`config.mk`:
```
export PLATFORM = sky130hd
export DESIGN_NAME = esvm_apply
export DESIGN_NICKNAME = d
export VERILOG_FILES = /design/src/rtl/esvm_pkg.sv /design/src/rtl/esvm_apply.sv
export SDC_FILE = /design/constraint.sdc
export NUM_CORES = 1
export LEC_CHECK = 0
export BUFFER_PORTS_ARGS = -buffer_cell sky130_fd_sc_hd__clkbuf_2
export CAP_MARGIN = 5
export CORE_MARGIN = 4
export CORE_UTILIZATION = 43
export CTS_BUF_LIST = sky130_fd_sc_hd__clkbuf_16
export DETAILED_ROUTE_END_ITERATION = 10
export PLACE_DENSITY = 0.61
export SYNTH_ARGS = -nofsm -noshare
export SYNTH_HDL_FRONTEND = slang
export SYNTH_SLANG_ARGS = --single-unit
export TNS_END_PERCENT = 1
```
`constraint.sdc`:
```
create_clock -name clk -period 6.9 [get_ports clk]
set_input_delay 1.38 -clock clk [delete_from_list [all_inputs] [get_ports clk]]
set_output_delay 1.38 -clock clk [all_outputs]
set_load 0.01 [all_outputs]
```
`src/rtl/esvm_pkg.sv`:
```
`timescale 1ns / 1ps
// Shared types and constants of the elliptic slab volume mask.
// Used by esvm_geom, esvm_radius, esvm_apply and the top level; depends on nothing.
package esvm_pkg;

    localparam int MAX_SIZE = 256;

    localparam logic [23:0] ONE_Q16     = 24'd65536;
    localparam logic [23:0] R_SIGMA_Q16 = 24'd91750;
    localparam logic [23:0] R_SAT_Q16   = 24'hFFFFFF;
    localparam logic [16:0] W_ONE       = 17'd65536;

    typedef enum logic [2:0] {
        CFG_VOLUME_SIZE   = 3'd0,
        CFG_HEIGHT_LIMIT  = 3'd1,
        CFG_COS_ANGLE     = 3'd2,
        CFG_SIN_ANGLE     = 3'd3,
        CFG_INV_A_SQUARED = 3'd4,
        CFG_INV_B_SQUARED = 3'd5
    } cfg_index_t;

    typedef struct packed {
        logic        [8:0]  volume_size;
        logic        [15:0] height_limit;
        logic signed [15:0] cos_angle;
        logic signed [15:0] sin_angle;
        logic        [23:0] inv_a_squared;
        logic        [23:0] inv_b_squared;
    } cfg_t;

    // Geometry pipeline result: gate, squared rotated offsets and the voxel sample.
    typedef struct packed {
        logic               gate;
        logic        [21:0] xsq;
        logic        [21:0] ysq;
        logic signed [31:0] voxel;
    } geom_t;

    // Weight pipeline result.
    typedef struct packed {
        logic        [16:0] weight;
        logic signed [31:0] voxel;
    } weight_t;

endpackage

```
`src/rtl/esvm_apply.sv`:
```
`timescale 1ns / 1ps
// Apply stages: sample times weight, rounding toward zero, output register.
// Depends on esvm_pkg.
module esvm_apply (
    input  logic                  clk,
    input  logic                  rst_n,
    input  logic                  en,
    input  logic                  wt_valid,
    input  esvm_pkg::weight_t     wt,
    output logic                  out_valid,
    output logic signed [31:0]    masked_value,
    output logic [16:0]           mask_weight
);
    import esvm_pkg::*;

    logic               v8_reg;
    logic signed [49:0] prod8_reg;
    logic [16:0]        w8_reg;

    logic signed [49:0] prod_adj;
    logic signed [49:0] prod_sh;
    logic               v9_reg;
    logic signed [31:0] m9_reg;
    logic [16:0]        w9_reg;

    always_comb
    begin
        // bias negative products so the shift truncates toward zero
        prod_adj = prod8_reg[49] ? (prod8_reg + 50'sd65535) : prod8_reg;
        prod_sh  = prod_adj >>> 16;
    end

    always_ff @(posedge clk or negedge rst_n)
    begin
        if (!rst_n)
        begin
            v8_reg <= 1'b0;
            v9_reg <= 1'b0;
        end
        else if (en)
        begin
            v8_reg <= wt_valid;
            v9_reg <= v8_reg;
        end
    end

    always_ff @(posedge clk)
    begin
        if (en)
        begin
            prod8_reg <= 50'(wt.voxel) * signed'(50'(wt.weight));
            w8_reg    <= wt.weight;
            m9_reg    <= prod_sh[31:0];
            w9_reg    <= w8_reg;
        end
    end

    assign out_valid    = v9_reg;
    assign masked_value = m9_reg;
    assign mask_weight  = w9_reg;

endmodule

```
# [Word level (Yosys, flattened, before mapping)]
# Index checks and enable logic that the tools add are counted.
[totals] register_bits=118 in_bits=53 output_inout_bits=50
[classes] add_sub_neg=1 n_mul=1 n_mux=1
[ops] operator="multiplier 32 x 18 -> 50 bit" n=1
[ops] operator="adder 48 x 17 -> 48 bit, second input constant" n=1
[ops] operator="two-way mux 48 bit" n=1

# [Logic depth before layout (Yosys ltp)]
[depth] depth_word=2 mapped_depth=25 ltp_nobuf=23

# [Worst setup path before layout]
# OpenSTA, ideal clock, no wires.
[synth_path] kind="input port to flip-flop" start="input wt[35] in the netlist's numbering" end="register prod8_reg[49] (data pin)" arrival_ns=6.767 slack_ns=-0.136 path_stages=24 cell_sequence="clkbuf_1 -> and2_1 -> fa_1 -> inv_1 -> fa_1 -> inv_1 -> fa_1 -> inv_1 -> fa_1 -> inv_1 -> fa_1 -> inv_1 -> fa_1 -> inv_1 -> ha_1 -> buf_6 -> nand4_1 -> a21oi_1 -> o21ai_1 -> a311o_1 -> a2111o_1 -> a21o_1 -> nand2_1 -> o211ai_2"
[synth_via] elab_chain_len=1
[synth_lines] element="start, declared" line_no="esvm_apply.sv:9" text="input esvm_pkg::weight_t wt,"
[synth_lines] element="multiplier 32 x 18 -> 50 bit" line_no="esvm_apply.sv:51" text="prod8_reg <= 50'(wt.voxel) * signed'(50'(wt.weight));"
[synth_lines] element="end signal, assigned" line_no="esvm_apply.sv:51"
[synth_lines] element="end, declared" line_no="esvm_apply.sv:17" text="logic signed [49:0] prod8_reg;"
# Every way passes these cells.
# A chain may end at the register's enable or synchronous reset.

# [Worst setup path after layout]
[layout_path] start="input wt[14] in the netlist's numbering" end="register prod8_reg[49] (data pin)"
# Same word-level chain as after synthesis.

==> impl_metrics.toml <==
[hold_path]
hold_depth = 0
hold_path_class = "flop to flop"

[floorplanning]
die-height_um = 242
core_area_mm2 = 0.0540
die-area_mm2 = 0.0587
die_w_um = 242
pin_count = 103
initial_utilization = 0.437
num_rows = 85

[routing]
dr.pass1.iters = 5
drt_wl_total_mm = 58.8
wl_per_cell_um = 17.0
viasPerCell = 4.91
vias = 16900
ant_nets = 0
first_iter_violations = 967
drc = 0

[setup_path]
start_kind = "input port"
crit_arrival_ns = 6.99
required_ns = 7.07
end_kind = "flop"
crit_chain = "clkbuf_2 -> buf_4 -> and2_1 -> fa_1 -> fa_1 -> fa_1 -> fa_1 -> fa_1 -> inv_1 -> fa_1 -> inv_1 -> ha_4 -> a21o_1 -> a31oi_2 -> a211o_1 -> o2bb2ai_2 -> a2111o_1 -> a21o_1 -> nand2_2 -> o211ai_2"
slowest_delay_ns = 0.58
cp_common_cell = "fa_1"
crit_fanout = 7
slowest_stage = "fa_1"
r2r_cells = 8
path_class = "input port to flop"
r2r_slack_ns = 4.32

[timing]
post-route-period-util = 0.989
worstMarginPinSlew_ns = 0.897
fin_crit_ns = 6.83
fmaxAchievable_mhz = 146
hold_ws_ns = 0.419
fin_skew_ns = 0.0131
slew-limit-headroom = 0.402
rsz0062_at_grt = "true"
hold_viol = 0
tns_ns = 0
maxSlewViolCount = 0
setup_viol = 0

[cts]
clock_sinks = 117
cts_inserted_buffers = 17
cts_tree = "built"
htree_levels = 4
cts_max_path_buffers = 2
clk_pin_slew_ns = 0.06
root_buffer = "clkbuf_16"
hold_buffers = 0
clock_latency_ns = 0.44

[logic_synthesis]
syn_area_mm2 = 0.0236
synth_edf_count = 115
synth.top_cell.area_share = 0.442
synth_seq_cells = 117
synthFlopType = "edfxtp_1"
synth_fp_nets = 3115
yosys-top-cells-area = "fa_1, edfxtp_1, inv_1"
ys_types = 63
yosys_warnings = 0
yosysMostFrequentCell = "inv_1"
yosysTopAreaCell = "fa_1"
syn_area_per_cell_um2 = 9.74
syn_inst = 2423
synthArstFlopShare = 0.0171
synth_commonest_cells = "inv_1, fa_1, and2_1"
yosysSeqAreaShare = 0.148

[layout]
drive_gt1_frac = 0.195
final_util = 0.522
largest_reg_flops = 49
nets = 3432
area_growth_pct = 19.6

[grt]
grt_pass1_vias = 18700
antenna_found_initial = 2
grt.total_usage = 0.209
grt_overflow = 0
grt_max_degree = 67
grt_pass1_wl_mm = 98.5

[place]
hpwlAfterDp_mm = 51.5
io_buffers = 102
routabilityCongestion = 0.903

[job]
drv_cap = 0

[status]
outcome = "finished clean"
==> path summary, 6_finish.rpt <==
kind | end | from
min reg2reg | mask_weight[1]$_DFFE_PP_ | w8_reg[1]$_DFFE_PP_
min in group asynchronous | v8_reg$_DFFE_PN0P_ | rst_n
max reg2reg | masked_value[31]$_DFFE_PP_ | prod8_reg[49]$_DFFE_PP_
max in group asynchronous | out_valid$_DFFE_PN0P_ | rst_n
max | prod8_reg[49]$_DFFE_PP_ | wt[14]
min | mask_weight[1]$_DFFE_PP_ | w8_reg[1]$_DFFE_PP_
==> routing by layer <==
layer / share of wire / wire (um) / vias to the layer above / track usage
li1: - / - / 7777 / -
met1: 0.47 / 27900 / 8720 / 0.307
met2: 0.46 / 27100 / 395 / 0.329
met3: 0.055 / 3260 / 41 / 0.0357
met4: 0.010 / 614 / 0 / 0.0417
met5: 0 / 0 / - / 0
==> through the flow <==
step	worst slack (ns)	cells	area [um2]
6_report	0.0737	3450	28200
5_1_grt	-0.0939	3449	28200
4_1_cts	-0.0413	3444	27600
3_5_place_dp	-0.676	3411	27000
3_3_place_gp	-0.534	3411	27000
2_1_floorplan	-0.0417	2423	23600
==> placed cells by master, fill, tap and decap left out, types with 21 or more instances in the layout <==
| cell type | synthesis | layout |
|---|---|---|
| edfxtp_1 | 115 | 115 |
| and2_1 | 323 | 318 |
| inv_1 | 631 | 627 |
| nand3_1 | 23 | 21 |
| clkbuf_2 | 0 | 97 |
| fa_1 | 521 | 505 |
| buf_4 | 0 | 265 |
| a21o_1 | 21 | 21 |
| nand2_1 | 265 | 263 |
| nor2_1 | 33 | 31 |
| a21oi_1 | 43 | 36 |
| xnor2_1 | 58 | 57 |
| buf_12 | 0 | 21 |
| ha_1 | 118 | 98 |
==> area by class of cell <==
class / instances / area, um2
fillers: 4905 / 25800
multi-input cells: 1575 / 17800
flip-flops and latches: 117 / 3500
repair buffers: 398 / 3050
inverters: 631 / 2370
well taps: 696 / 871
clock buffers: 17 / 425
clock inverters: 15 / 145
diodes: 1 / 2.50
==> timing repair <==
item	4_1_cts	5_1_grt
setup endpoints to repair	12	19
gates cloned	0	0
buffers inserted	1	5
gates resized for setup	5	113
pin swaps	6	45
==> critical path, delay by kind of cell <==
kind | cells | cell delay (ns)
adders and majority gates | 7 | 3.33
buffers and inverters | 4 | 0.52
AOI/OAI and AO/OA | 7 | 1.52
and+or+nand+nor | 2 | 0.25
==> cells by family (layout without fill, tap and decap cells) <==
family,Yosys count,in the layout,synth area share
DFF,117,117,0.148
AOI/OAI and AO/OA,146,146,0.0424
muxes,3,3,0.00138
and+or+nand+nor,709,709,0.157
buffers and inverters,731,1061,0.117
other,0,1,0
adders and majority gates,639,639,0.505
xor gates and xnor gates,78,78,0.0290
Power is left out: the tool's default activity adds up to more than one toggle a clock period on the data nets, which glitch-free logic cannot reach.
