`config.mk`:
```
export PLATFORM = sky130hd
export DESIGN_NAME = esvm_radius
export DESIGN_NICKNAME = d
export VERILOG_FILES = /design/src/rtl/esvm_pkg.sv /design/src/rtl/esvm_radius.sv
export SDC_FILE = /design/constraint.sdc
export NUM_CORES = 2
export LEC_CHECK = 0
export ABC_AREA = 1
export BUFFER_PORTS_ARGS = -buffer_cell sky130_fd_sc_hd__buf_2
export CORE_MARGIN = 10
export CORE_UTILIZATION = 70
export CTS_CLUSTER_SIZE = 40
export DETAILED_ROUTE_END_ITERATION = 6
export GPL_TIMING_DRIVEN = 0
export MAX_ROUTING_LAYER = met4
export PLACE_DENSITY = 0.86
export SYNTH_ARGS = -nofsm -noshare
export SYNTH_HDL_FRONTEND = slang
export SYNTH_SLANG_ARGS = --single-unit
export TNS_END_PERCENT = 10
```
`constraint.sdc`:
```
create_clock -name clk -period 5.9 [get_ports clk]
set_input_delay 1.18 -clock clk [delete_from_list [all_inputs] [get_ports clk]]
set_output_delay 1.18 -clock clk [all_outputs]
set_load 0.01 [all_outputs]
```
`src/rtl/esvm_pkg.sv`:
```
`timescale 1ns / 1ps
// Shared types and constants of the elliptic slab volume mask.
// Used by esvm_geom, esvm_radius, esvm_apply and the top level; depends on nothing.
package esvm_pkg;

    localparam int MAX_SIZE = 256;

    localparam logic [23:0] ONE_Q16     = 24'd65536;
    localparam logic [23:0] R_SIGMA_Q16 = 24'd91750;
    localparam logic [23:0] R_SAT_Q16   = 24'hFFFFFF;
    localparam logic [16:0] W_ONE       = 17'd65536;

    typedef enum logic [2:0] {
        CFG_VOLUME_SIZE   = 3'd0,
        CFG_HEIGHT_LIMIT  = 3'd1,
        CFG_COS_ANGLE     = 3'd2,
        CFG_SIN_ANGLE     = 3'd3,
        CFG_INV_A_SQUARED = 3'd4,
        CFG_INV_B_SQUARED = 3'd5
    } cfg_index_t;

    typedef struct packed {
        logic        [8:0]  volume_size;
        logic        [15:0] height_limit;
        logic signed [15:0] cos_angle;
        logic signed [15:0] sin_angle;
        logic        [23:0] inv_a_squared;
        logic        [23:0] inv_b_squared;
    } cfg_t;

    // Geometry pipeline result: gate, squared rotated offsets and the voxel sample.
    typedef struct packed {
        logic               gate;
        logic        [21:0] xsq;
        logic        [21:0] ysq;
        logic signed [31:0] voxel;
    } geom_t;

    // Weight pipeline result.
    typedef struct packed {
        logic        [16:0] weight;
        logic signed [31:0] voxel;
    } weight_t;

endpackage

```
`src/rtl/esvm_radius.sv`:
```
`timescale 1ns / 1ps
// Radius stages: scaled squares, saturated r, and the soft-edge weight.
// Depends on esvm_pkg.
module esvm_radius (
    input  logic                  clk,
    input  logic                  rst_n,
    input  logic                  en,
    input  esvm_pkg::cfg_t        cfg,
    input  logic                  geom_valid,
    input  esvm_pkg::geom_t       geom,
    output logic                  wt_valid,
    output esvm_pkg::weight_t     wt
);
    import esvm_pkg::*;

    logic               v5_reg;
    logic               gate5_reg;
    logic [45:0]        qa5_reg, qb5_reg;
    logic signed [31:0] vox5_reg;

    logic [46:0]        qsum;
    logic [38:0]        qsh;
    logic               v6_reg;
    logic               gate6_reg;
    logic [23:0]        r6_reg;
    logic signed [31:0] vox6_reg;

    logic [16:0]        band_diff;
    logic [18:0]        band5;
    logic [16:0]        weight_next;
    logic               v7_reg;
    logic [16:0]        w7_reg;
    logic signed [31:0] vox7_reg;

    always_comb
    begin
        qsum = 47'(qa5_reg) + 47'(qb5_reg);
        qsh  = qsum[46:8];
    end

    always_comb
    begin
        band_diff = 17'(R_SIGMA_Q16 - r6_reg);
        band5     = {band_diff, 2'b00} + 19'(band_diff);
        if (!gate6_reg)
            weight_next = '0;
        else if (r6_reg < ONE_Q16)
            weight_next = W_ONE;
        else if (r6_reg < R_SIGMA_Q16)
            weight_next = band5[17:1];
        else
            weight_next = '0;
    end

    always_ff @(posedge clk or negedge rst_n)
    begin
        if (!rst_n)
        begin
            v5_reg <= 1'b0;
            v6_reg <= 1'b0;
            v7_reg <= 1'b0;
        end
        else if (en)
        begin
            v5_reg <= geom_valid;
            v6_reg <= v5_reg;
            v7_reg <= v6_reg;
        end
    end

    always_ff @(posedge clk)
    begin
        if (en)
        begin
            gate5_reg <= geom.gate;
            qa5_reg   <= 46'(geom.xsq) * 46'(cfg.inv_a_squared);
            qb5_reg   <= 46'(geom.ysq) * 46'(cfg.inv_b_squared);
            vox5_reg  <= geom.voxel;

            // saturate r at the top of Q8.16
            gate6_reg <= gate5_reg;
            r6_reg    <= (|qsh[38:24]) ? R_SAT_Q16 : qsh[23:0];
            vox6_reg  <= vox5_reg;

            w7_reg    <= weight_next;
            vox7_reg  <= vox6_reg;
        end
    end

    assign wt_valid  = v7_reg;
    assign wt.weight = w7_reg;
    assign wt.voxel  = vox7_reg;

endmodule

```
======== After elaboration in Yosys (flattened, before gate mapping) ========
Index checks and enable logic that the tools add are counted.
storage, ports and cells
  bits in registers ....................... 234
  output and inout port bits .............. 50
  word-level logic and storage cells ...... 26
operators by class
  add/subtract/negate cells ............... 3
  $mul .................................... 2
  $lt $le $gt $ge ......................... 2
  mux-type cells .......................... 2
  bitwise gates (word level) .............. 2
  reductions and logical operators ........ 2
operators with widths
  kind                                                  number
  multiplier 22 x 24 -> 46 bit                          2
  < comparator 24 x 17 -> 1 bit, second input constant  2
  adder 46 x 46 -> 47 bit                               1
  two-way mux 17 bit                                    2
  adder 18 x 17 -> 18 bit                               1
  subtractor 17 bit, first input constant               1
  OR reduction 15 bit                                   1
  OR reduction 3 bit                                    1
  NOT 1 bit                                             2

======== Longest topological paths before layout ========
  word-level depth ........................ 4
  gate-level depth with buffers ........... 27
  depth with buffers taken out ............ 26

======== Worst setup path before layout ========
OpenSTA, ideal clock, no wires.
  path type ............................... input -> register
  start ................................... input port geom[61] (netlist bit)
  end ..................................... register qa5_reg[35], data pin
  library setup time ...................... 0.262 ns
  arrival time ............................ 6.563 ns
  slack ................................... -0.925 ns
  stages .................................. 24
  buffers on the path ..................... 1
  cells stage by stage .................... clkbuf_1 -> nand2_1 -> fa_1 -> inv_1 -> fa_1 -> inv_1 -> fa_1 -> inv_1 -> fa_1 -> fa_1 -> fa_1 -> inv_1 -> fa_1 -> inv_1 -> ha_1 -> nand2_1 -> nor2_1 -> inv_1 -> nor2_1 -> inv_1 -> nor4_1 -> a21oi_1 -> o21bai_1 -> xor2_1
on the way
  longest elaborated chain between the ends .. 1
RTL lines
  element                       line               text
  from (decl)                   esvm_radius.sv:10  input esvm_pkg::geom_t geom,
  multiplier 22 x 24 -> 46 bit  esvm_radius.sv:76  qa5_reg <= 46'(geom.xsq) * 46'(cfg.inv_a_squared);
  to (signal assigned)          esvm_radius.sv:76
  to (decl)                     esvm_radius.sv:18  logic [45:0] qa5_reg, qb5_reg;
No other way between the ends.
A chain may end at the register's enable or synchronous reset.

======== Final worst setup path ========
  start ................................... input port geom[75] (netlist bit)
  end ..................................... register qa5_reg[45], data pin
The elaborated chain is that of the path after synthesis.

==> reports/results.txt <==
Finish-stage setup viols: 68
Die area: 78480 sq um
Placement Cell Area: 50330 sq um
Final net count: 7582
Final instance area: 55100 sq um
Die X: 280.1 um
Dpl ws: -1.940 ns
R2r setup slk: 1.92 ns
CTS root buf: clkbuf_16
Antenna violations before repair: 3
Global route overflow: 0
Syn Nets: 7306
Iteration-0 DRC Markers: 4898
Clock Skews: 0.008241 ns
CP startpoint kind: input port
IO Pins: 236
Setup Total Neg Slack: -32.45 ns
Fin util: 82.04%
Maxcap violations: 0
Buffers on Ports: 178
Number of synthesized flops with an enable pin: 231
CTS clk-pin slew, worst paths: 0.06 ns
Htree depth: 1
Min-delay worst type: register to register
Initial Utilization: 70.54%
Slew headroom: 52.79%
Max-slew violations: 0
Worst-Skew Late Latency: 0.53 ns
Deepest clock path buffer count: 3
Core Box Area: 67160 sq um
Routed wire length: 162500 um
First-pass detailed-route iteration total: 7
Commonest cells after routing, fill and taps aside: nand2_1 (1623), inv_1 (1579), fa_1 (853)
Layout cells sized above 1: 13.24%
TritonCTS Sinks: 234
First-pass GRT wire length: 242800 um
Die Y-Extent: 280.1 um
Syn Area/Cell: 8.081 sq um
Number of synthesized register bits: 234
RePlAce Congestion: 1.065
Violations in the final reports: DRC, setup timing
Routed length per placed instance: 23.11 um
Sequential cell area: 7012 sq um
Register area share after synthesis: 14.80%
Run status: finished with violations
Vias in the first global route: 43.63k
Kind of critical path: input port to register
Most common cell after layout, fill and taps aside: nand2_1
Row cnt: 95
Critical path required time: 6.16 ns
Crit end category: register
RSZ-0062 raised after global routing: true
Total global-route track usage: 41.97%
Antenna Nets Post-Route: 0
FFs w/ async S/R, synth: 1.282%
Max FO, Critical Path: 10
Critical path arrival: 6.98 ns
Post-Synthesis Cells: 5862
Library cells used by synthesis: 40
Multi-input combinational cell area: 35400 sq um
Yosys Warn Count: 0
Fin crit share: 113.8%
Mapped Area: 47370 sq um
DRC: 77
Worst-margin pin slew: 0.7082 ns
Final WS setup: -0.8147 ns
Placed wire-length estimate: 123900 um
Area growth, synth to finish: 16.32%
DR vias/cell: 5.963
Fillers: 4120
Final Hold Fails: 0
Crit path time final: 6.715 ns
Fmax: 148.9 MHz
Largest net degree at the start of global routing: 144
CTS Buf Count: 23
Ys flop type: edfxtp_1
Via count: 41.93k
CTS tree: done
through the flow:
stage,cells,hold WS (ns)
6_report,7032,0.4148
5_1_grt,7031,0.4257
4_1_cts,7010,0.4147
3_5_place_dp,6914,0.4045
3_3_place_gp,6913,0.4002
2_1_floorplan,5862,0.4003
timing repair:
item | in CTS | in global routing
buffers inserted | 53 | 18
pin swaps | 61 | 67
gates resized for setup | 565 | 265
gates cloned | 2 | 0
setup endpoints to repair | 74 | 74
hold buffers | 0 | 0
worst paths after layout:
kind / from / endpoint / cells past startpoint
worst max-delay path: geom[75] / qa5_reg[45] / 19
worst min-delay path: vox5_reg[20] / vox6_reg[20] / 0
worst max register to register: r6_reg[1] / w7_reg[14] / 13
worst min register to register: vox5_reg[20] / vox6_reg[20] / 0
max in group asynchronous: rst_n / wt_valid / 1
min in group asynchronous: rst_n / v6_reg / 1
cells in the mapped netlist, types with 18 or more instances:
master | n | share of area [%]
nand2_1 | 1676 | 13
inv_1 | 1616 | 13
fa_1 | 875 | 37
ha_1 | 383 | 10
edfxtp_1 | 231 | 15
nor2_1 | 224 | 1.8
clkbuf_1 | 184 | 1.5
a21oi_1 | 173 | 1.8
nand3_1 | 102 | 1.1
o21ai_0 | 86 | 0.91
xor2_1 | 74 | 1.4
xnor2_1 | 52 | 0.96
a31oi_1 | 27 | 0.36
nor4_1 | 19 | 0.25
o21bai_1 | 18 | 0.29
logic make-up (layout without fill, tap and decap cells):
group | Yosys count | count (layout) | synth area share, %
other | 0 | 4 | 0
multiplexers | 1 | 1 | 0.02377
XOR/XNOR | 126 | 126 | 2.330
AND/OR/NAND/NOR | 2087 | 2087 | 17.30
buffers and inverters | 1808 | 2101 | 14.36
adder cells (fa/ha/maj) | 1258 | 1258 | 47.09
AO/OA/AOI/OAI | 348 | 348 | 4.094
flip-flops | 234 | 234 | 14.80
area by class of cell:
cell class                      count  share of cell area (%)
Multi-Input combinational cell   3820                   64.24
Sequential cell                   234                   12.73
Inverter                         1620                   11.04
Buffer                            188                   5.261
Timing Repair Buffer              251                   3.408
Tap cell                          873                   1.982
Clock buffer                       27                   1.072
Clock inverter                     15                  0.2543
Antenna cell                        4                 0.01817
metal layers:
layer | routed length (um) | track usage (%) | vias to the layer above
li1 | - | - | 17686
met1 | 55400 | 50.20 | 19943
met2 | 71230 | 62.46 | 3297
met3 | 24030 | 14.77 | 1004
met4 | 11880 | 21.47 | 0
met5 | 0 | - | -
worst max-delay path, cell delays in order:
cell and delay (ns):
buf_12 0.10, clkbuf_1 0.44, nand2_1 0.17, fa_1 0.54, fa_1 0.44, fa_1 0.53
inv_1 0.06, fa_1 0.48, fa_1 0.46, ha_1 0.34, ha_1 0.29, ha_1 0.51
nand2_1 0.19, nor2_1 0.24, inv_1 0.16, nor4_2 0.46, nand3_1 0.15, nand3_1 0.14
xor2_1 0.08
Power is left out: the tool's default activity adds up to more than one toggle a clock period on the data nets, which glitch-free logic cannot reach.
