==> src/rtl/esvm_pkg.sv <==
`timescale 1ns / 1ps
// Shared types and constants of the elliptic slab volume mask.
// Used by esvm_geom, esvm_radius, esvm_apply and the top level; depends on nothing.
package esvm_pkg;

    localparam int MAX_SIZE = 256;

    localparam logic [23:0] ONE_Q16     = 24'd65536;
    localparam logic [23:0] R_SIGMA_Q16 = 24'd91750;
    localparam logic [23:0] R_SAT_Q16   = 24'hFFFFFF;
    localparam logic [16:0] W_ONE       = 17'd65536;

    typedef enum logic [2:0] {
        CFG_VOLUME_SIZE   = 3'd0,
        CFG_HEIGHT_LIMIT  = 3'd1,
        CFG_COS_ANGLE     = 3'd2,
        CFG_SIN_ANGLE     = 3'd3,
        CFG_INV_A_SQUARED = 3'd4,
        CFG_INV_B_SQUARED = 3'd5
    } cfg_index_t;

    typedef struct packed {
        logic        [8:0]  volume_size;
        logic        [15:0] height_limit;
        logic signed [15:0] cos_angle;
        logic signed [15:0] sin_angle;
        logic        [23:0] inv_a_squared;
        logic        [23:0] inv_b_squared;
    } cfg_t;

    // Geometry pipeline result: gate, squared rotated offsets and the voxel sample.
    typedef struct packed {
        logic               gate;
        logic        [21:0] xsq;
        logic        [21:0] ysq;
        logic signed [31:0] voxel;
    } geom_t;

    // Weight pipeline result.
    typedef struct packed {
        logic        [16:0] weight;
        logic signed [31:0] voxel;
    } weight_t;

endpackage

==> src/rtl/esvm_geom.sv <==
`timescale 1ns / 1ps
// Geometry stages: center offsets, height gate, rotation, magnitudes, squares.
// Depends on esvm_pkg.
module esvm_geom (
    input  logic                  clk,
    input  logic                  rst_n,
    input  logic                  en,
    input  esvm_pkg::cfg_t        cfg,
    input  logic                  in_fire,
    input  logic [7:0]            plane_index,
    input  logic [7:0]            row_index,
    input  logic [7:0]            column_index,
    input  logic signed [31:0]    voxel_value,
    output logic                  geom_valid,
    output esvm_pkg::geom_t       geom
);
    import esvm_pkg::*;

    // Stage 1: offsets and gate
    logic [8:0]         size_c;
    logic [7:0]         center;
    logic signed [9:0]  dz;
    logic [7:0]         dz_abs;
    logic               v1_reg;
    logic               gate1_reg;
    logic signed [9:0]  x1_reg, y1_reg;
    logic signed [31:0] vox1_reg;

    // Stage 2: products
    logic               v2_reg;
    logic               gate2_reg;
    logic signed [25:0] pcx2_reg, psy2_reg, psx2_reg, pcy2_reg;
    logic signed [31:0] vox2_reg;

    // Stage 3: rotated magnitudes
    logic signed [26:0] xs, ys;
    logic [26:0]        xs_mag, ys_mag;
    logic               v3_reg;
    logic               gate3_reg;
    logic [10:0]        xa3_reg, ya3_reg;
    logic signed [31:0] vox3_reg;

    // Stage 4: squares
    logic               v4_reg;
    logic               gate4_reg;
    logic [21:0]        xq4_reg, yq4_reg;
    logic signed [31:0] vox4_reg;

    always_comb
    begin
        size_c = (32'(cfg.volume_size) > MAX_SIZE) ? 9'(MAX_SIZE) : cfg.volume_size;
        center = size_c[8:1];
        dz     = signed'({2'b00, plane_index}) - signed'({2'b00, center});
        dz_abs = dz[9] ? 8'(-dz) : dz[7:0];
    end

    always_comb
    begin
        xs     = 27'(pcx2_reg) - 27'(psy2_reg);
        ys     = 27'(psx2_reg) + 27'(pcy2_reg);
        xs_mag = xs[26] ? 27'(-xs) : 27'(xs);
        ys_mag = ys[26] ? 27'(-ys) : 27'(ys);
    end

    always_ff @(posedge clk or negedge rst_n)
    begin
        if (!rst_n)
        begin
            v1_reg <= 1'b0;
            v2_reg <= 1'b0;
            v3_reg <= 1'b0;
            v4_reg <= 1'b0;
        end
        else if (en)
        begin
            v1_reg <= in_fire;
            v2_reg <= v1_reg;
            v3_reg <= v2_reg;
            v4_reg <= v3_reg;
        end
    end

    always_ff @(posedge clk)
    begin
        if (en)
        begin
            gate1_reg <= ({dz_abs, 8'h00} <= cfg.height_limit);
            x1_reg    <= signed'({2'b00, column_index}) - signed'({2'b00, center});
            y1_reg    <= signed'({2'b00, row_index}) - signed'({2'b00, center});
            vox1_reg  <= voxel_value;

            gate2_reg <= gate1_reg;
            pcx2_reg  <= 26'(cfg.cos_angle * x1_reg);
            psy2_reg  <= 26'(cfg.sin_angle * y1_reg);
            psx2_reg  <= 26'(cfg.sin_angle * x1_reg);
            pcy2_reg  <= 26'(cfg.cos_angle * y1_reg);
            vox2_reg  <= vox1_reg;

            // truncation toward zero: shift the magnitude
            gate3_reg <= gate2_reg;
            xa3_reg   <= xs_mag[24:14];
            ya3_reg   <= ys_mag[24:14];
            vox3_reg  <= vox2_reg;

            gate4_reg <= gate3_reg;
            xq4_reg   <= 22'(xa3_reg) * 22'(xa3_reg);
            yq4_reg   <= 22'(ya3_reg) * 22'(ya3_reg);
            vox4_reg  <= vox3_reg;
        end
    end

    assign geom_valid = v4_reg;
    assign geom.gate  = gate4_reg;
    assign geom.xsq   = xq4_reg;
    assign geom.ysq   = yq4_reg;
    assign geom.voxel = vox4_reg;

endmodule

==> config.mk <==
export PLATFORM = sky130hd
export DESIGN_NAME = esvm_geom
export DESIGN_NICKNAME = d
export VERILOG_FILES = /design/src/rtl/esvm_pkg.sv /design/src/rtl/esvm_geom.sv
export SDC_FILE = /design/constraint.sdc
export NUM_CORES = 2
export LEC_CHECK = 0
export BUFFER_PORTS_ARGS = -buffer_cell sky130_fd_sc_hd__buf_2
export CORE_MARGIN = 2
export CORE_UTILIZATION = 56
export CTS_BUF_LIST = sky130_fd_sc_hd__clkbuf_8 sky130_fd_sc_hd__clkbuf_16
export DETAILED_ROUTE_END_ITERATION = 6
export PLACE_DENSITY_LB_ADDON = 0.12
export SLEW_MARGIN = 30
export SYNTH_ARGS = -nofsm -noshare
export SYNTH_HDL_FRONTEND = slang
export SYNTH_SLANG_ARGS = --single-unit
==> constraint.sdc <==
create_clock -name clk -period 5.9 [get_ports clk]
set_clock_uncertainty 0.2 [all_clocks]
set_input_delay 1.18 -clock clk [delete_from_list [all_inputs] [get_ports clk]]
set_output_delay 1.18 -clock clk [all_outputs]
set_load 0.05 [all_outputs]
* Word-level counts from Yosys, hierarchy flattened
Cells that the tools add are included.
** Cells by class
- $add $sub $neg :: 8
- Multiply operators :: 6
- $lt $le $gt $ge :: 2
- Muxes and demuxes :: 4
** Operators by type and width (number)
- $mul 16x9->25 :: 4
- $mux 25 :: 2
- $neg 25->25 :: 2
- $mul 11x11->22 :: 2
- $add 26x26->27 :: 1
- $sub 26x26->27 :: 1
- $sub 8x8->9 :: 3
- $le 16x16->1 :: 1
- $gt 9x9->1 const B :: 1
- $mux 9 :: 1
- $mux 8 :: 1
- $neg 8->8 :: 1
** Word-level totals
- Bits in registers :: 324
- Input port bits :: 165
- Logic and storage cells :: 42

* Longest topological paths before layout
- Depth in word-level cells :: 6
- Gate-level depth with buffers :: 23
- Gate-level depth less buffers :: 22

* Least setup slack after synthesis
Ideal clock, no wire load.
- Path type :: input-to-reg
- Start point :: input cfg[53] (netlist bit)
- End point :: register psx2_reg[23], data pin
- Arrival time :: 6.489 ns
- Required time :: 5.434 ns
- Setup slack :: -1.055 ns
- Stages on the path :: 23
- Path through :: clkbuf_1 nand2_1 fa_1 inv_1 fa_1 ha_1 inv_1 fa_1 inv_1 ha_1 ha_1 fa_1 a21o_1 a21oi_1 nor2b_1 o21a_1 o41ai_1 o2111ai_1 a31oi_1 nor2b_1 o21a_1 o41ai_1 xnor2_1
** Between the ends
- Longest elaborated chain between the ends :: 1
** Ends and longest elaborated chain
- from (decl) :: line esvm_geom.sv:8 : input esvm_pkg::cfg_t cfg,
- $mul 16x9->25 :: line esvm_geom.sv:95 : psx2_reg <= 26'(cfg.sin_angle * x1_reg);
- to (signal assigned) :: line esvm_geom.sv:95
- to (decl) :: line esvm_geom.sv:32 : logic signed [25:0] pcx2_reg, psy2_reg, psx2_reg, pcy2_reg;
Every way passes these cells.
A chain may end at the register's enable or synchronous reset.

* Final worst setup path
- Start point :: input cfg[69] (netlist bit)
- End point :: register pcx2_reg[23], data pin
** Between the ends
- Longest elaborated chain between the ends :: 1
** Ends and longest elaborated chain
- $mul 16x9->25 :: line esvm_geom.sv:93 : pcx2_reg <= 26'(cfg.cos_angle * x1_reg);
- to (signal assigned) :: line esvm_geom.sv:93
- to (decl) :: line esvm_geom.sv:32
Every way passes these cells.

==> flow_metrics.env <==
export IMPL_layout_min_cycle_time_ns=5.97
export IMPL_start_util_pct=56.6
export IMPL_wl_per_cell_um=16.6
export IMPL_antenna_found_initial=6
export IMPL_violations="setup timing"
export IMPL_r2r_setup_slack_ns=0.05
export IMPL_first_pass_iters=5
export IMPL_cp_max_fo=6
export IMPL_critical_path_required_ns=6.00
export IMPL_crit_family="adder cells"
export IMPL_synth_compound_area_share_pct=6.81
export IMPL_cts_num_sinks=318
export IMPL_rows=97
export IMPL_cp_num_buf_inv=6
export IMPL_cts_tree="done"
export IMPL_yosys_cell_count_top_type="inv_1"
export IMPL_rsz0062_at_grt="yes"
export IMPL_layout_worst_path_cycle_share_pct=101
export IMPL_hold_violations=0
export IMPL_synth_top_cell_by_area="fa_1"
export IMPL_max_stage_delay_ns=0.56
export IMPL_setup_viol=5
export IMPL_fmax_ghz=0.167
export IMPL_arrival_ns=6.07
export IMPL_cts_made_buffers=39
export IMPL_worstSetupStartpoint="cfg[69]"
export IMPL_drc=0
export IMPL_dieArea_sq_um=73000
export IMPL_synthCells=3814
export IMPL_preCtsSetupSlack_ns=-0.976
export IMPL_r2r_end="psy2_reg[23]$_DFFE_PP_"
export IMPL_syn_to_final_growth_pct=18.9
export IMPL_ant_nets=0
export IMPL_met2_usage_pct=42.0
export IMPL_synth_area_leaders="fa_1, edfxtp_1, ha_1"
export IMPL_multiInputGateArea_sq_um=28200
export IMPL_route_final_wire_length_mm=87.6
export IMPL_slew_headroom_pct=38.3
export IMPL_io_buffer_count=191
export IMPL_grt_pass1_vias=28200
export IMPL_clock_latency_ns=0.59
export IMPL_drive_gt1_share_pct=19.5
export IMPL_synth_xor_area_share_pct=4.46
export IMPL_die_h_um=270
export IMPL_crit_chain="buf_12 > buf_8 > buf_6 > nand2_4 > fa_1 > inv_1 > fa_1 > inv_2 > fa_2 > inv_2 > fa_2 > ha_4 > ha_4 > a21o_1 > a21oi_2 > nor2b_1 > o21a_1 > o41ai_4 > o21ai_2 > o311a_1 > o21a_1 > o21ai_2 > a21oi_1 > xor2_1"
export IMPL_worstSetupPathType="in2reg"
export IMPL_via_per_inst=5.24
export IMPL_muxShareOfSynthArea_pct=0.303
export IMPL_seq_area_frac_synth_pct=24.0
export IMPL_synth_top_cell_area_share_pct=30.7
export IMPL_synth_top_cells_by_count="inv_1, fa_1, ha_1"
export IMPL_seqCellArea_sq_um=9530
export IMPL_gp_congestion=0.864
export IMPL_fillers=5551
export IMPL_synth_cell_area_sq_um=39700
export IMPL_fin_nets=5482
export IMPL_grt_busiest_layer="met2"
export IMPL_cts_max_level=2
export IMPL_path_clk_slew_ns=0.06
export IMPL_syn_area_per_cell_sq_um=10.4
export IMPL_status="finished, violations left"
export IMPL_start_kind="input pin"
export IMPL_ys_types=80
export IMPL_max_cap_violations=0
export IMPL_async_reset_ff_share_pct=1.26
export IMPL_synth_top_family_by_area="adder cells"
export IMPL_use_met3_pct=2.74
export IMPL_track_usage_pct=24.3
export IMPL_clockBufferDepth=3
export IMPL_overflow=0
export IMPL_grt_pass1_wl_mm=144
export IMPL_ys_ff_latch=318
export IMPL_r2r_start="y1_reg[2]$_DFFE_PP_"
export IMPL_tightest_slew_ns=0.915
export IMPL_slew_viol_final=0
export IMPL_ios=243
export IMPL_drtIter0Drc=1392
export IMPL_num_vias=27700
export IMPL_synthAdderAreaFrac_pct=43.1
export IMPL_crit_end="pcx2_reg[23]$_DFFE_PP_"
export IMPL_gr_usage_met1_pct=33.3
export IMPL_dp_hpwl_mm=71.4
export IMPL_die_w_um=270
export IMPL_cp_end_kind="register"
export IMPL_yosys_area_share_simple_pct=13.9
export IMPL_grt_start_max_net_pins=98
export IMPL_path_depth=24
export IMPL_fin_ws_ns=-0.0731
export IMPL_worst_r2r_cell_count=24
export IMPL_synthFlopType="edfxtp_1"
export IMPL_core_area_sq_um=70000
export IMPL_synth_edf_count=314
export IMPL_root_buffer="clkbuf_16"
export IMPL_synth_warnings=0
export IMPL_holdCritPathClass="reg2reg"
export IMPL_cp_slowest_cell="fa_2"
==> repair_timing <==
action | in CTS | in global routing
gates resized for setup | 96 | 121
hold buffers | 0 | 0
setup buffers | 24 | 39
setup endpoints to repair | 21 | 28
cloned | 0 | 1
pin swaps | 53 | 88
==> layout by cell type (no fill, tap or decap), types with 8 or more instances in the layout <==
| master | count |
|---|---|
| o31ai_1 | 10 |
| nor2_1 | 154 |
| ha_1 | 366 |
| nand2b_1 | 24 |
| buf_2 | 173 |
| a211oi_1 | 9 |
| buf_6 | 20 |
| nand4_1 | 11 |
| and2_1 | 316 |
| xor2_1 | 48 |
| o21a_1 | 41 |
| or3_1 | 20 |
| edfxtp_1 | 314 |
| buf_4 | 356 |
| ha_4 | 25 |
| a21o_1 | 46 |
| nor2b_1 | 47 |
| nor3_1 | 39 |
| a21oi_2 | 17 |
| fa_1 | 589 |
| nor4_1 | 8 |
| a21oi_1 | 87 |
| nand2_4 | 11 |
| fa_2 | 19 |
| or2_2 | 14 |
| and3_1 | 12 |
| inv_2 | 15 |
| nand2_1 | 344 |
| clkinv_1 | 8 |
| xnor2_1 | 149 |
| inv_1 | 639 |
| buf_12 | 29 |
| nand3_1 | 31 |
| clkbuf_16 | 40 |
| nand2_2 | 24 |
| o211ai_1 | 15 |
| o21bai_1 | 9 |
| o21ai_0 | 61 |
==> per-stage QoR <==
stage | utilization [%] | area (sq um) | hold WS [ns] | setup TNS, ns | instances
3_5_place_dp | 63.4 | 44400 | 0.205 | -23.11 | 5155
6_report | 67.4 | 47200 | 0.214 | -0.176 | 5284
4_1_cts | 66.2 | 46300 | 0.186 | -0.0836 | 5248
5_1_grt | 67.4 | 47200 | 0.199 | -2.12 | 5284
3_3_place_gp | 63.4 | 44400 | 0.200 | -21.30 | 5155
2_1_floorplan | - | 40300 | 0.200 | -3.92 | 3815
==> kinds of logic after synthesis <==
kind of cell,Yosys count
fa+ha+maj,1002
flops,318
compound gates,406
buf+inv,777
other cells,1
xor+xnor,202
simple gates,1097
mux,11
==> layout make-up <==
cell class | instances | share of cell area [%]
multi-input combinational | 2720 | 59.9
sequential | 318 | 20.2
timing repair buffer | 586 | 9.47
inverter | 650 | 5.17
tap | 940 | 2.49
clock buffer | 39 | 2.07
clock inverter | 30 | 0.730
antenna | 1 | 0.00531
==> worst min-delay path by stage <==
stage	start	to	slack [ns]	depth (start not counted)
after floorplan	gate1_reg$_DFFE_PP_	gate2_reg$_DFFE_PP_	0.20	0
after global placement	vox1_reg[21]$_DFFE_PP_	vox2_reg[21]$_DFFE_PP_	0.20	0
after detailed placement	vox1_reg[12]$_DFFE_PP_	vox2_reg[12]$_DFFE_PP_	0.20	0
after CTS	rst_n	v1_reg$_DFFE_PN0P_	0.19	1
after global routing	rst_n	v2_reg$_DFFE_PN0P_	0.20	1
final	vox3_reg[1]$_DFFE_PP_	vox4_reg[1]$_DFFE_PP_	0.21	0
==> metal layers <==
| layer | wire, um | part of all wire [%] |
|---|---|---|
| met5 | 46 | 0.053 |
| met4 | 1870 | 2.1 |
| met3 | 3690 | 4.2 |
| met2 | 43600 | 50 |
| met1 | 38400 | 44 |
==> worst reg2reg max path: cells and delay by family (launching register included) <==
kind                     cells  cell delay (ns)
adder cells (fa/ha/maj)      7             2.66
AND/OR/NAND/NOR              3             0.41
flip-flops                   1             0.34
buffers and inverters        5             0.45
XOR/XNOR                     1             0.17
AO/OA/AOI/OAI                8             1.42
Power is not shown: default switching activity piles up to over one toggle a cycle in this logic, so the estimate is an artifact.
